## src/sv/stff_pkg.sv

```systemverilog
package stff_pkg;

    typedef enum logic [2:0] {
        MODE_INSERT,
        MODE_WRITE,
        MODE_CHANGE,
        MODE_REMOVE,
        MODE_READ,
        MODE_FIND,
        MODE_RESIZE,
        MODE_CLEAR
    } t_mode;

    localparam logic [2:0] ST_OK        = 3'd0;
    localparam logic [2:0] ST_RANGE     = 3'd1;
    localparam logic [2:0] ST_UNUSED    = 3'd2;
    localparam logic [2:0] ST_NOT_FOUND = 3'd3;
    localparam logic [2:0] ST_FULL      = 3'd4;

    localparam logic [6:0] GROW_STEP_RESET = 7'd1;

    typedef struct packed {
        logic load;
        logic step;
        logic sweep;
        logic finish;
    } t_cmd;

    typedef struct packed {
        logic ins_end;
        logic find_end;
        logic sweep_last;
    } t_stat;

endpackage

```

## src/sv/stff_ctrl.sv

```systemverilog
module stff_ctrl
    import stff_pkg::*;
(
    input  logic  i_clk,
    input  logic  i_rst_n,
    input  logic  i_start,
    input  t_mode i_mode,
    input  t_stat i_stat,
    output t_cmd  o_cmd,
    output logic  o_busy
);

    typedef enum logic [2:0] {
        S_IDLE,
        S_INSERT,
        S_ONE,
        S_READ,
        S_RDOUT,
        S_FIND,
        S_SWEEP
    } t_state;

    t_state r_state;
    t_state n_state;
    logic   r_busy;

    always_comb begin
        n_state = r_state;
        o_cmd   = '0;
        case (r_state)
            S_IDLE: begin
                if (i_start) begin
                    o_cmd.load = 1'b1;
                    case (i_mode)
                        MODE_INSERT: n_state = S_INSERT;
                        MODE_FIND:   n_state = S_FIND;
                        MODE_RESIZE: n_state = S_SWEEP;
                        MODE_READ:   n_state = S_READ;
                        default:     n_state = S_ONE;
                    endcase
                end
            end
            S_INSERT: begin
                if (i_stat.ins_end) begin
                    o_cmd.finish = 1'b1;
                    n_state      = S_IDLE;
                end else begin
                    o_cmd.step = 1'b1;
                end
            end
            S_ONE: begin
                o_cmd.finish = 1'b1;
                n_state      = S_IDLE;
            end
            S_READ: begin
                n_state = S_RDOUT;
            end
            S_RDOUT: begin
                o_cmd.finish = 1'b1;
                n_state      = S_IDLE;
            end
            S_FIND: begin
                if (i_stat.find_end) begin
                    o_cmd.finish = 1'b1;
                    n_state      = S_IDLE;
                end else begin
                    o_cmd.step = 1'b1;
                end
            end
            S_SWEEP: begin
                o_cmd.sweep = 1'b1;
                if (i_stat.sweep_last) begin
                    o_cmd.finish = 1'b1;
                    n_state      = S_IDLE;
                end else begin
                    o_cmd.step = 1'b1;
                end
            end
            default: begin
                n_state = S_IDLE;
            end
        endcase
    end

    always_ff @(posedge i_clk) begin
        if (!i_rst_n) begin
            r_state <= S_IDLE;
            r_busy  <= 1'b0;
        end else begin
            r_state <= n_state;
            r_busy  <= (n_state != S_IDLE);
        end
    end

    assign o_busy = r_busy;

endmodule

```

## src/sv/stff_dp.sv

```systemverilog
module stff_dp
    import stff_pkg::*;
#(
    parameter int CAPACITY   = 64,
    parameter int DATA_WIDTH = 32
) (
    input  logic        i_clk,
    input  logic        i_rst_n,
    input  t_cmd        i_cmd,
    output t_stat       o_stat,
    input  t_mode       i_mode,
    input  logic [5:0]  i_slot_index,
    input  logic [31:0] i_data_value,
    input  logic [6:0]  i_new_size,
    input  logic        i_cfg_valid,
    input  logic [6:0]  i_cfg_grow_step,
    output logic        o_result_valid,
    output logic [5:0]  o_result_index,
    output logic [31:0] o_read_value,
    output logic        o_slot_was_valid,
    output logic [6:0]  o_used_count,
    output logic [6:0]  o_size_in_use,
    output logic [2:0]  o_status
);

    localparam int IW = $clog2(CAPACITY);
    localparam int SW = $clog2(CAPACITY + 1);
    localparam int CW = (SW > 7) ? SW : 7;
    localparam int GW = CW + 1;
    localparam logic [SW-1:0] CAP_S  = SW'(CAPACITY);
    localparam logic [CW-1:0] CAP_C  = CW'(CAPACITY);
    localparam logic [GW-1:0] CAP_G  = GW'(CAPACITY);
    localparam logic [SW-1:0] LAST_S = SW'(CAPACITY - 1);

    logic [DATA_WIDTH-1:0] mem [CAPACITY];

    t_mode                 r_mode;
    logic [5:0]            r_idx;
    logic [DATA_WIDTH-1:0] r_data;
    logic [6:0]            r_req;
    logic [6:0]            r_step;
    logic [CAPACITY-1:0]   r_valid;
    logic [SW-1:0]         r_size;
    logic [SW-1:0]         r_count;
    logic [SW-1:0]         r_ctr;
    logic [IW-1:0]         r_cmp_addr;
    logic                  r_cmp_live;
    logic [DATA_WIDTH-1:0] r_rd_data;
    logic                  r_res_valid;
    logic [5:0]            r_res_index;
    logic [31:0]           r_res_value;
    logic                  r_res_was;
    logic [2:0]            r_res_status;

    logic [5:0]            n_res_index;
    logic [31:0]           n_res_value;
    logic                  n_res_was;
    logic [2:0]            n_res_status;

    logic [IW-1:0] ctr_a;
    logic          ctr_in_size;
    logic          ctr_valid;
    logic [CW-1:0] idx_c;
    logic [IW-1:0] idx_a;
    logic          idx_in;
    logic          idx_was;
    logic [CW-1:0] req_c;
    logic [SW-1:0] ns;
    logic [6:0]    step_eff;
    logic [GW-1:0] grown;
    logic [SW-1:0] grown_sat;
    logic          ins_full;
    logic          hit;
    logic          wr_en;
    logic [IW-1:0] wr_addr;
    logic [IW-1:0] rd_addr;

    assign ctr_a       = r_ctr[IW-1:0];
    assign ctr_in_size = (r_ctr < r_size);
    assign ctr_valid   = ctr_in_size && r_valid[ctr_a];

    assign idx_c   = CW'(r_idx);
    assign idx_a   = idx_c[IW-1:0];
    assign idx_in  = (idx_c < CW'(r_size));
    assign idx_was = idx_in && r_valid[idx_a];

    assign req_c = CW'(r_req);
    assign ns    = (req_c > CAP_C) ? CAP_S : SW'(req_c);

    assign step_eff  = (r_step == 7'd0) ? 7'd1 : r_step;
    assign grown     = GW'(r_size) + GW'(step_eff);
    assign grown_sat = (grown > CAP_G) ? CAP_S : SW'(grown);
    assign ins_full  = !ctr_in_size && (r_size == CAP_S);

    assign hit = r_cmp_live && r_valid[r_cmp_addr] && (r_rd_data == r_data);

    assign o_stat.ins_end    = !ctr_in_size || !ctr_valid;
    assign o_stat.find_end   = hit || !ctr_in_size;
    assign o_stat.sweep_last = (r_ctr == LAST_S);

    assign rd_addr = (r_mode == MODE_READ) ? idx_a : ctr_a;
    assign wr_addr = (r_mode == MODE_INSERT) ? ctr_a : idx_a;
    assign wr_en   = i_cmd.finish
                     && (((r_mode == MODE_INSERT) && !ins_full)
                         || ((r_mode == MODE_WRITE || r_mode == MODE_CHANGE) && idx_in));

    always_ff @(posedge i_clk) begin
        if (wr_en) begin
            mem[wr_addr] <= r_data;
        end
        r_rd_data <= mem[rd_addr];
    end

    always_ff @(posedge i_clk) begin
        if (!i_rst_n) begin
            r_valid     <= '0;
            r_size      <= '0;
            r_count     <= '0;
            r_step      <= GROW_STEP_RESET;
            r_res_valid <= 1'b0;
        end else begin
            r_res_valid <= i_cmd.finish;
            if (i_cfg_valid) begin
                r_step <= i_cfg_grow_step;
            end
            // drop slots at and beyond the new size
            if (i_cmd.sweep && (r_ctr >= ns) && r_valid[ctr_a]) begin
                r_valid[ctr_a] <= 1'b0;
                r_count        <= r_count - 1'b1;
            end
            if (i_cmd.finish) begin
                case (r_mode)
                    MODE_INSERT: begin
                        if (!ins_full) begin
                            r_valid[ctr_a] <= 1'b1;
                            r_count        <= r_count + 1'b1;
                            if (!ctr_in_size) begin
                                r_size <= grown_sat;
                            end
                        end
                    end
                    MODE_WRITE, MODE_CHANGE: begin
                        if (idx_in && !idx_was) begin
                            r_valid[idx_a] <= 1'b1;
                            r_count        <= r_count + 1'b1;
                        end
                    end
                    MODE_REMOVE: begin
                        if (idx_was) begin
                            r_valid[idx_a] <= 1'b0;
                            r_count        <= r_count - 1'b1;
                        end
                    end
                    MODE_RESIZE: begin
                        r_size <= ns;
                    end
                    MODE_CLEAR: begin
                        r_valid <= '0;
                        r_size  <= '0;
                        r_count <= '0;
                    end
                    default: begin
                    end
                endcase
            end
        end
    end

    always_comb begin
        n_res_index  = '0;
        n_res_value  = '0;
        n_res_was    = 1'b0;
        n_res_status = ST_OK;
        case (r_mode)
            MODE_INSERT: begin
                if (ins_full) begin
                    n_res_status = ST_FULL;
                end else begin
                    n_res_index = 6'(r_ctr);
                end
            end
            MODE_WRITE, MODE_CHANGE, MODE_REMOVE, MODE_READ: begin
                if (!idx_in) begin
                    n_res_status = ST_RANGE;
                end else begin
                    n_res_was = idx_was;
                    if ((r_mode inside {MODE_CHANGE, MODE_REMOVE, MODE_READ})
                            && !idx_was) begin
                        n_res_status = ST_UNUSED;
                    end
                    if (r_mode == MODE_READ) begin
                        n_res_value = 32'(r_rd_data);
                    end
                end
            end
            MODE_FIND: begin
                if (hit) begin
                    n_res_index = 6'(r_cmp_addr);
                    n_res_was   = 1'b1;
                end else begin
                    n_res_status = ST_NOT_FOUND;
                end
            end
            default: begin
            end
        endcase
    end

    always_ff @(posedge i_clk) begin
        if (i_cmd.load) begin
            r_mode     <= i_mode;
            r_idx      <= i_slot_index;
            r_data     <= DATA_WIDTH'(i_data_value);
            r_req      <= i_new_size;
            r_ctr      <= '0;
            r_cmp_live <= 1'b0;
        end else if (i_cmd.step) begin
            r_ctr      <= r_ctr + 1'b1;
            r_cmp_addr <= ctr_a;
            r_cmp_live <= 1'b1;
        end
        if (i_cmd.finish) begin
            r_res_index  <= n_res_index;
            r_res_value  <= n_res_value;
            r_res_was    <= n_res_was;
            r_res_status <= n_res_status;
        end
    end

    assign o_result_valid   = r_res_valid;
    assign o_result_index   = r_res_index;
    assign o_read_value     = r_res_value;
    assign o_slot_was_valid = r_res_was;
    assign o_used_count     = 7'(r_count);
    assign o_size_in_use    = 7'(r_size);
    assign o_status         = r_res_status;

endmodule

```

## src/sv/slot_table_first_free.sv

```systemverilog
// Slot table with a valid bit per slot, a size in use and a count of valid slots.
// Command channel: drive start with mode, slot_index, data_value and new_size; the
// item is taken at a clock edge with start high and busy low. busy stays high while
// the item is worked on.
// Result channel: o_result_valid is high for one cycle, the first cycle with busy
// low, with all result fields; the receiver cannot stall it and must take it then.
// Configuration: i_cfg_valid with i_cfg_grow_step writes the grow step; o_cfg_ready
// is always high. Write it only while the block is idle.
// Per item: write, change, remove and clear pass through state S_ONE; read passes
// through S_READ, for the registered memory read, and S_RDOUT; insert runs to the
// lowest free slot, or to the size when none is free; find runs to a match or the
// size. Insert examines one valid bit a cycle, and find one slot a cycle through the
// single read port of the data memory; resize sweeps every valid bit once.
// A new item may start in the cycle that shows the result of the previous one.
// Reset empties the table (size and count zero, no valid slot) and sets the grow
// step to one; data words are left as they are.
module slot_table_first_free
    import stff_pkg::*;
#(
    parameter int CAPACITY   = 64,
    parameter int DATA_WIDTH = 32
) (
    input  logic        i_clk,
    input  logic        i_rst_n,
    input  logic        start,
    output logic        busy,
    input  logic [2:0]  i_mode,
    input  logic [5:0]  i_slot_index,
    input  logic [31:0] i_data_value,
    input  logic [6:0]  i_new_size,
    input  logic        i_cfg_valid,
    output logic        o_cfg_ready,
    input  logic [6:0]  i_cfg_grow_step,
    output logic        o_result_valid,
    output logic [5:0]  o_result_index,
    output logic [31:0] o_read_value,
    output logic        o_slot_was_valid,
    output logic [6:0]  o_used_count,
    output logic [6:0]  o_size_in_use,
    output logic [2:0]  o_status
);

    t_cmd  cmd;
    t_stat stat;
    t_mode mode;

    assign mode        = t_mode'(i_mode);
    assign o_cfg_ready = 1'b1;

    stff_ctrl u_ctrl (
        .i_clk   (i_clk),
        .i_rst_n (i_rst_n),
        .i_start (start),
        .i_mode  (mode),
        .i_stat  (stat),
        .o_cmd   (cmd),
        .o_busy  (busy)
    );

    stff_dp #(
        .CAPACITY   (CAPACITY),
        .DATA_WIDTH (DATA_WIDTH)
    ) u_dp (
        .i_clk            (i_clk),
        .i_rst_n          (i_rst_n),
        .i_cmd            (cmd),
        .o_stat           (stat),
        .i_mode           (mode),
        .i_slot_index     (i_slot_index),
        .i_data_value     (i_data_value),
        .i_new_size       (i_new_size),
        .i_cfg_valid      (i_cfg_valid),
        .i_cfg_grow_step  (i_cfg_grow_step),
        .o_result_valid   (o_result_valid),
        .o_result_index   (o_result_index),
        .o_read_value     (o_read_value),
        .o_slot_was_valid (o_slot_was_valid),
        .o_used_count     (o_used_count),
        .o_size_in_use    (o_size_in_use),
        .o_status         (o_status)
    );

endmodule

```

## config.mk

```make
export PLATFORM = sky130hd
export DESIGN_NAME = slot_table_first_free
export DESIGN_NICKNAME = d
export VERILOG_FILES = /design/src/sv/stff_pkg.sv /design/src/sv/stff_ctrl.sv /design/src/sv/stff_dp.sv /design/src/sv/slot_table_first_free.sv
export SDC_FILE = /design/constraint.sdc
export NUM_CORES = 2
export LEC_CHECK = 0
export ABC_AREA = 1
export BUFFER_PORTS_ARGS = -buffer_cell sky130_fd_sc_hd__buf_2
export CAP_MARGIN = 25
export CELL_PAD_IN_SITES_DETAIL_PLACEMENT = 0
export CELL_PAD_IN_SITES_GLOBAL_PLACEMENT = 1
export CORE_MARGIN = 2
export CORE_UTILIZATION = 44
export CTS_CLUSTER_DIAMETER = 60
export DETAILED_ROUTE_END_ITERATION = 6
export PLACE_DENSITY = 0.68
export REMOVE_ABC_BUFFERS = 1
export SETUP_SLACK_MARGIN = 0.05
export SLEW_MARGIN = 20
export SYNTH_ARGS = -nofsm -noshare
export SYNTH_HDL_FRONTEND = slang
export SYNTH_SLANG_ARGS = --single-unit
```

## constraint.sdc

```tcl
create_clock -name i_clk -period 7.9 [get_ports i_clk]
set_clock_uncertainty 0.15 [all_clocks]
set_input_delay 0.395 -clock i_clk [delete_from_list [all_inputs] [get_ports i_clk]]
set_output_delay 0.395 -clock i_clk [all_outputs]
set_load 0.01 [all_outputs]
```

==> reports/results.env <==
DIE_WIDTH_UM=467
GLOBALROUTEOVERFLOWTOTAL=0
GP_CONGESTION=0.947
GRT_START_MAX_NET_PINS=186
FP.DIEAREA_SQ_MM=0.218
DIE_HEIGHT_UM=467
NETLIST_AREA_SQ_MM=0.0944
IO-PIN-COUNT=118
DRT_DRC_VIOLATIONS_LEFT=0
SETUP_VIOL=0
CAP_VIOL_MAX_COUNT=0
TIMING.CRITICAL_PATH.REQUIRED_NS=8.33
WORSTMARGINPINSLEW_NS=1.10
START_UTIL=0.441
GLOBAL_ROUTE.USAGE.TOTAL=0.289
PLACEMENTROWS=170
CRITPATHTOPFAMILY='simple AND/OR/NAND/NOR gates'
FINAL-HOLD-VIOLATION-COUNT=0
SYNTH_CELLS=7872
VIAS_PER_INST=6.10
STARTPOINT_TYPE='flop'
POST_PLACE_SETUP_SLACK_NS=2.01
POWER_LEAKAGE_nW=35.1
WORSTSKEWPAIRLATENCY_NS=0.92
DETAILED_PLACE_HPWL_MM=190
END_KIND='flop'
STATUS='complete, no violations'
FIRSTDRTPASSITERS=6
CTS-HTREE-LEVELS=4
WORST_PATH_MAX_DELAY_CELL='sky130_fd_sc_hd__nor2_4'
ACHIEVABLE-FREQUENCY_GHz=0.167
YS_ASYNC_SR_FRACTION=0
CP_DATA_ARRIVAL_TIME_NS=6.42
CRITICAL_PATH_BUF_INV_COUNT=4
NUM-NETS-FINAL=8036
TIMING.CRITICAL_PATH.CELLS='buf_4 -> inv_1 -> nand2_1 -> nand4_1 -> nor2_1 -> nand2_1 -> nor2_1 -> nand3_1 -> nor2_1 -> nand2_1 -> nand2_1 -> nand2_1 -> nand3_4 -> o21ai_1 -> inv_2 -> nand2_2 -> nor2_4 -> buf_4'
REG2REG_SLACK_NS=1.92
YOSYS_REGISTER_BITS=2274
COREAREA_SQ_MM=0.214
CRITPATHMAXFANOUT=23
FINAL_STD_CELL_AREA_NO_FILL_SQ_MM=0.107
YS_TYPES=50
PERIOD_NEEDED_NS=5.98
RSZ_0062_RAISED_AFTER_GLOBAL_ROUTING='false'
CTS_TREE='built'
CTS_BUFFER_DEPTH=3
NUMBER_OF_SLEW_LIMIT_VIOLATIONS_IN_THE_FINAL_REPORT=0
SYNTH.YOSYS.SEQ_AREA_SHARE=0.710
LAYOUT_WORST_PATH_CYCLE_SHARE=0.757
CTSROOTBUFFERMASTER='sky130_fd_sc_hd__clkbuf_16'
WIRELENGTH_MM=322
NFILLCELLS=18700
CRITICAL-PATH-MAX-STAGE-DELAY_NS=0.87
LAYOUT-DRIVE-GT1-SHARE=0.100
POWER.IR.VDD_WORST_mV=0.203
DETAIL_ROUTE.ITER0.VIOLATIONS=10300
SLEW-LIMIT-HEADROOM=0.265
POSTSYNTHAREAPERCELL_SQ_UM=12.0
CTS_BUFFERS=234
WORST_PATH_MOST_REPEATED_CELL='sky130_fd_sc_hd__nand2_1'
AREAGROWTHSYNTHTOFINISH_PCT=13.8
IO_BUFFER_COUNT=116
CTS.REPAIR_TIMING.SETUP_BUFFER_COUNT=0
WIRE_LENGTH_OF_THE_FIRST_GLOBAL_ROUTING_PASS_MM=456
NUM_VIAS=67000
COUNT_OF_PLACED_STANDARD_CELLS_INCLUDING_TAPS=10500
MINIMUM_SETUP_SLACK_IN_THE_FINAL_DESIGN_NS=1.92
CTS.CLK_SLEW.WORST_PATHS_NS=0.06
POWER-PER-CELL-AREA_mW_PER_MM2=245
VIA_COUNT_OF_THE_FIRST_GLOBAL_ROUTING_PASS=62000
POWER_mW=26.3
ROUTED_WIRE_LENGTH_PER_INSTANCE_UM=29.3
FINALNONFILLERCELLS=11000
ROUTE.ANTENNA.REMAINING_NETS=0
SETUP.WORST_PATH.CLASS='reg -> reg'
POSTPLACECELLAREA_SQ_MM=0.0989
SYNTH_TOP_FLOP_CELL='sky130_fd_sc_hd__edfxtp_1'
INITIAL_ANTENNA_VIOLATION_COUNT=16
HOLDCRITPATHCLASS='in -> reg'
CLOCK-SINKS=2274
SYNTH_WARNINGS=0
SYNTH_EDF_COUNT=2144
==> routing by layer <==
layer	wire length, um	track usage	vias up
li1	-	-	29300
met1	131000	0.408	33500
met2	144000	0.435	3665
met3	30700	0.0514	584
met4	16600	0.136	2
met5	14	0	-
==> sequential cells by signal, summed over array words and instances (netlist names), 32 cells and up <==
| signal | cells |
|---|---|
| u_dp.r_valid | 64 |
| u_dp.r_rd_data | 32 |
| u_dp.r_data | 32 |
| u_dp.o_read_value | 32 |
| u_dp.mem | 2048 |
==> Yosys cell counts (3+ instances only) <==
library cell | instances | area [sq um]
sky130_fd_sc_hd__a21boi_0 | 3 | 22.5
sky130_fd_sc_hd__a21oi_1 | 101 | 505
sky130_fd_sc_hd__buf_1 | 22 | 82.6
sky130_fd_sc_hd__buf_2 | 119 | 596
sky130_fd_sc_hd__buf_4 | 25 | 188
sky130_fd_sc_hd__buf_6 | 13 | 146
sky130_fd_sc_hd__clkbuf_1 | 397 | 1490
sky130_fd_sc_hd__clkinv_1 | 13 | 48.8
sky130_fd_sc_hd__dfxtp_1 | 130 | 2600
sky130_fd_sc_hd__edfxtp_1 | 2144 | 64400
sky130_fd_sc_hd__ha_1 | 28 | 350
sky130_fd_sc_hd__inv_1 | 196 | 736
sky130_fd_sc_hd__inv_2 | 8 | 30.0
sky130_fd_sc_hd__nand2_1 | 787 | 2950
sky130_fd_sc_hd__nand2_2 | 11 | 68.8
sky130_fd_sc_hd__nand3_1 | 546 | 2730
sky130_fd_sc_hd__nand3b_1 | 5 | 37.5
sky130_fd_sc_hd__nand4_1 | 12 | 75.1
sky130_fd_sc_hd__nor2_1 | 1282 | 4810
sky130_fd_sc_hd__nor3_1 | 25 | 125
sky130_fd_sc_hd__nor3_2 | 12 | 120
sky130_fd_sc_hd__o211ai_1 | 187 | 1400
sky130_fd_sc_hd__o21ai_0 | 1139 | 5700
sky130_fd_sc_hd__o21ai_1 | 20 | 100
sky130_fd_sc_hd__o21bai_1 | 5 | 37.5
sky130_fd_sc_hd__o221ai_1 | 307 | 2690
sky130_fd_sc_hd__o22ai_1 | 214 | 1340
sky130_fd_sc_hd__o31ai_1 | 62 | 465
sky130_fd_sc_hd__or2_2 | 3 | 18.8
sky130_fd_sc_hd__xnor2_1 | 14 | 123
sky130_fd_sc_hd__xor2_1 | 17 | 149
==> cell type report <==
class	count	area (sq um)	share of cell area
inverters	219	863	0.00804
repair buffers	416	3850	0.0358
clock inverters	143	1190	0.0111
flip-flops and latches	2274	67000	0.624
well taps	2838	3550	0.0331
clock buffers	298	6240	0.0581
diodes	8	20.0	0.000186
multi-input cells	4803	24700	0.230
==> per-stage QoR <==
step	hold slack [ns]	setup TNS [ns]	util
after floorplan	0.280	-937.85	-
after detailed placement	0.307	0	0.462
final	0.0373	0	0.502
after global routing	0.0320	0	0.502
after global placement	0.306	0	0.460
after CTS	0.000185	0	0.500
==> cell families after synthesis <==
logic type | synth area share
xor+xnor | 0.00288
other cells | 0.0000397
buf+inv | 0.0353
simple gates | 0.117
flops | 0.710
fa+ha+maj | 0.00392
compound gates | 0.131
==> worst paths after layout <==
kind / startpoint / to / cells after the start
worst min register to register: u_dp.r_cmp_live / u_dp.r_cmp_live / 2
worst min-delay path: i_data_value[10] / u_dp.r_data[10] / 2
worst max register to register: u_dp.r_data[11] / u_dp.mem[11][7] / 18
worst max-delay path: u_dp.r_data[11] / u_dp.mem[11][7] / 18
==> cell usage in the layout (no fill, tap or decap), types with 17 or more instances in the layout <==
master | Yosys | routed
sky130_fd_sc_hd__nor2_1 | 1282 | 1217
sky130_fd_sc_hd__o221ai_1 | 307 | 307
sky130_fd_sc_hd__nand3_1 | 546 | 544
sky130_fd_sc_hd__a21oi_1 | 101 | 101
sky130_fd_sc_hd__clkinv_2 | 0 | 43
sky130_fd_sc_hd__clkbuf_16 | 0 | 237
sky130_fd_sc_hd__o211ai_1 | 187 | 187
sky130_fd_sc_hd__dfxtp_1 | 130 | 129
sky130_fd_sc_hd__clkbuf_1 | 397 | 53
sky130_fd_sc_hd__o31ai_1 | 62 | 62
sky130_fd_sc_hd__o22ai_1 | 214 | 214
sky130_fd_sc_hd__o21ai_1 | 20 | 19
sky130_fd_sc_hd__nor3_2 | 12 | 18
sky130_fd_sc_hd__buf_4 | 25 | 170
sky130_fd_sc_hd__inv_1 | 196 | 193
sky130_fd_sc_hd__clkinv_1 | 13 | 68
sky130_fd_sc_hd__nand2_1 | 787 | 785
sky130_fd_sc_hd__nor2_4 | 1 | 66
sky130_fd_sc_hd__edfxtp_1 | 2144 | 2144
sky130_fd_sc_hd__buf_2 | 119 | 116
sky130_fd_sc_hd__dlygate4sd3_1 | 0 | 71
sky130_fd_sc_hd__xor2_1 | 17 | 17
sky130_fd_sc_hd__o21ai_0 | 1139 | 1137
sky130_fd_sc_hd__ha_1 | 28 | 28
sky130_fd_sc_hd__buf_12 | 0 | 46
==> report_power, final <==
| group | switching [mW] | leakage, nW | internal (mW) |
|---|---|---|---|
| Combinational | 1.65 | 11.1 | 0.455 |
| Sequential | 0.0743 | 20.4 | 13.3 |
| Clock | 4.77 | 3.62 | 6.01 |
| Total | 6.49 | 35.1 | 19.8 |
==> what timing repair did <==
item                       in CTS  in global routing
hold buffers                   71                  0
setup endpoints to repair       0                  0
hold endpoints to repair       82                  0
gates resized for setup         0                  0
Note: power is estimated with default switching activity, not from simulation.
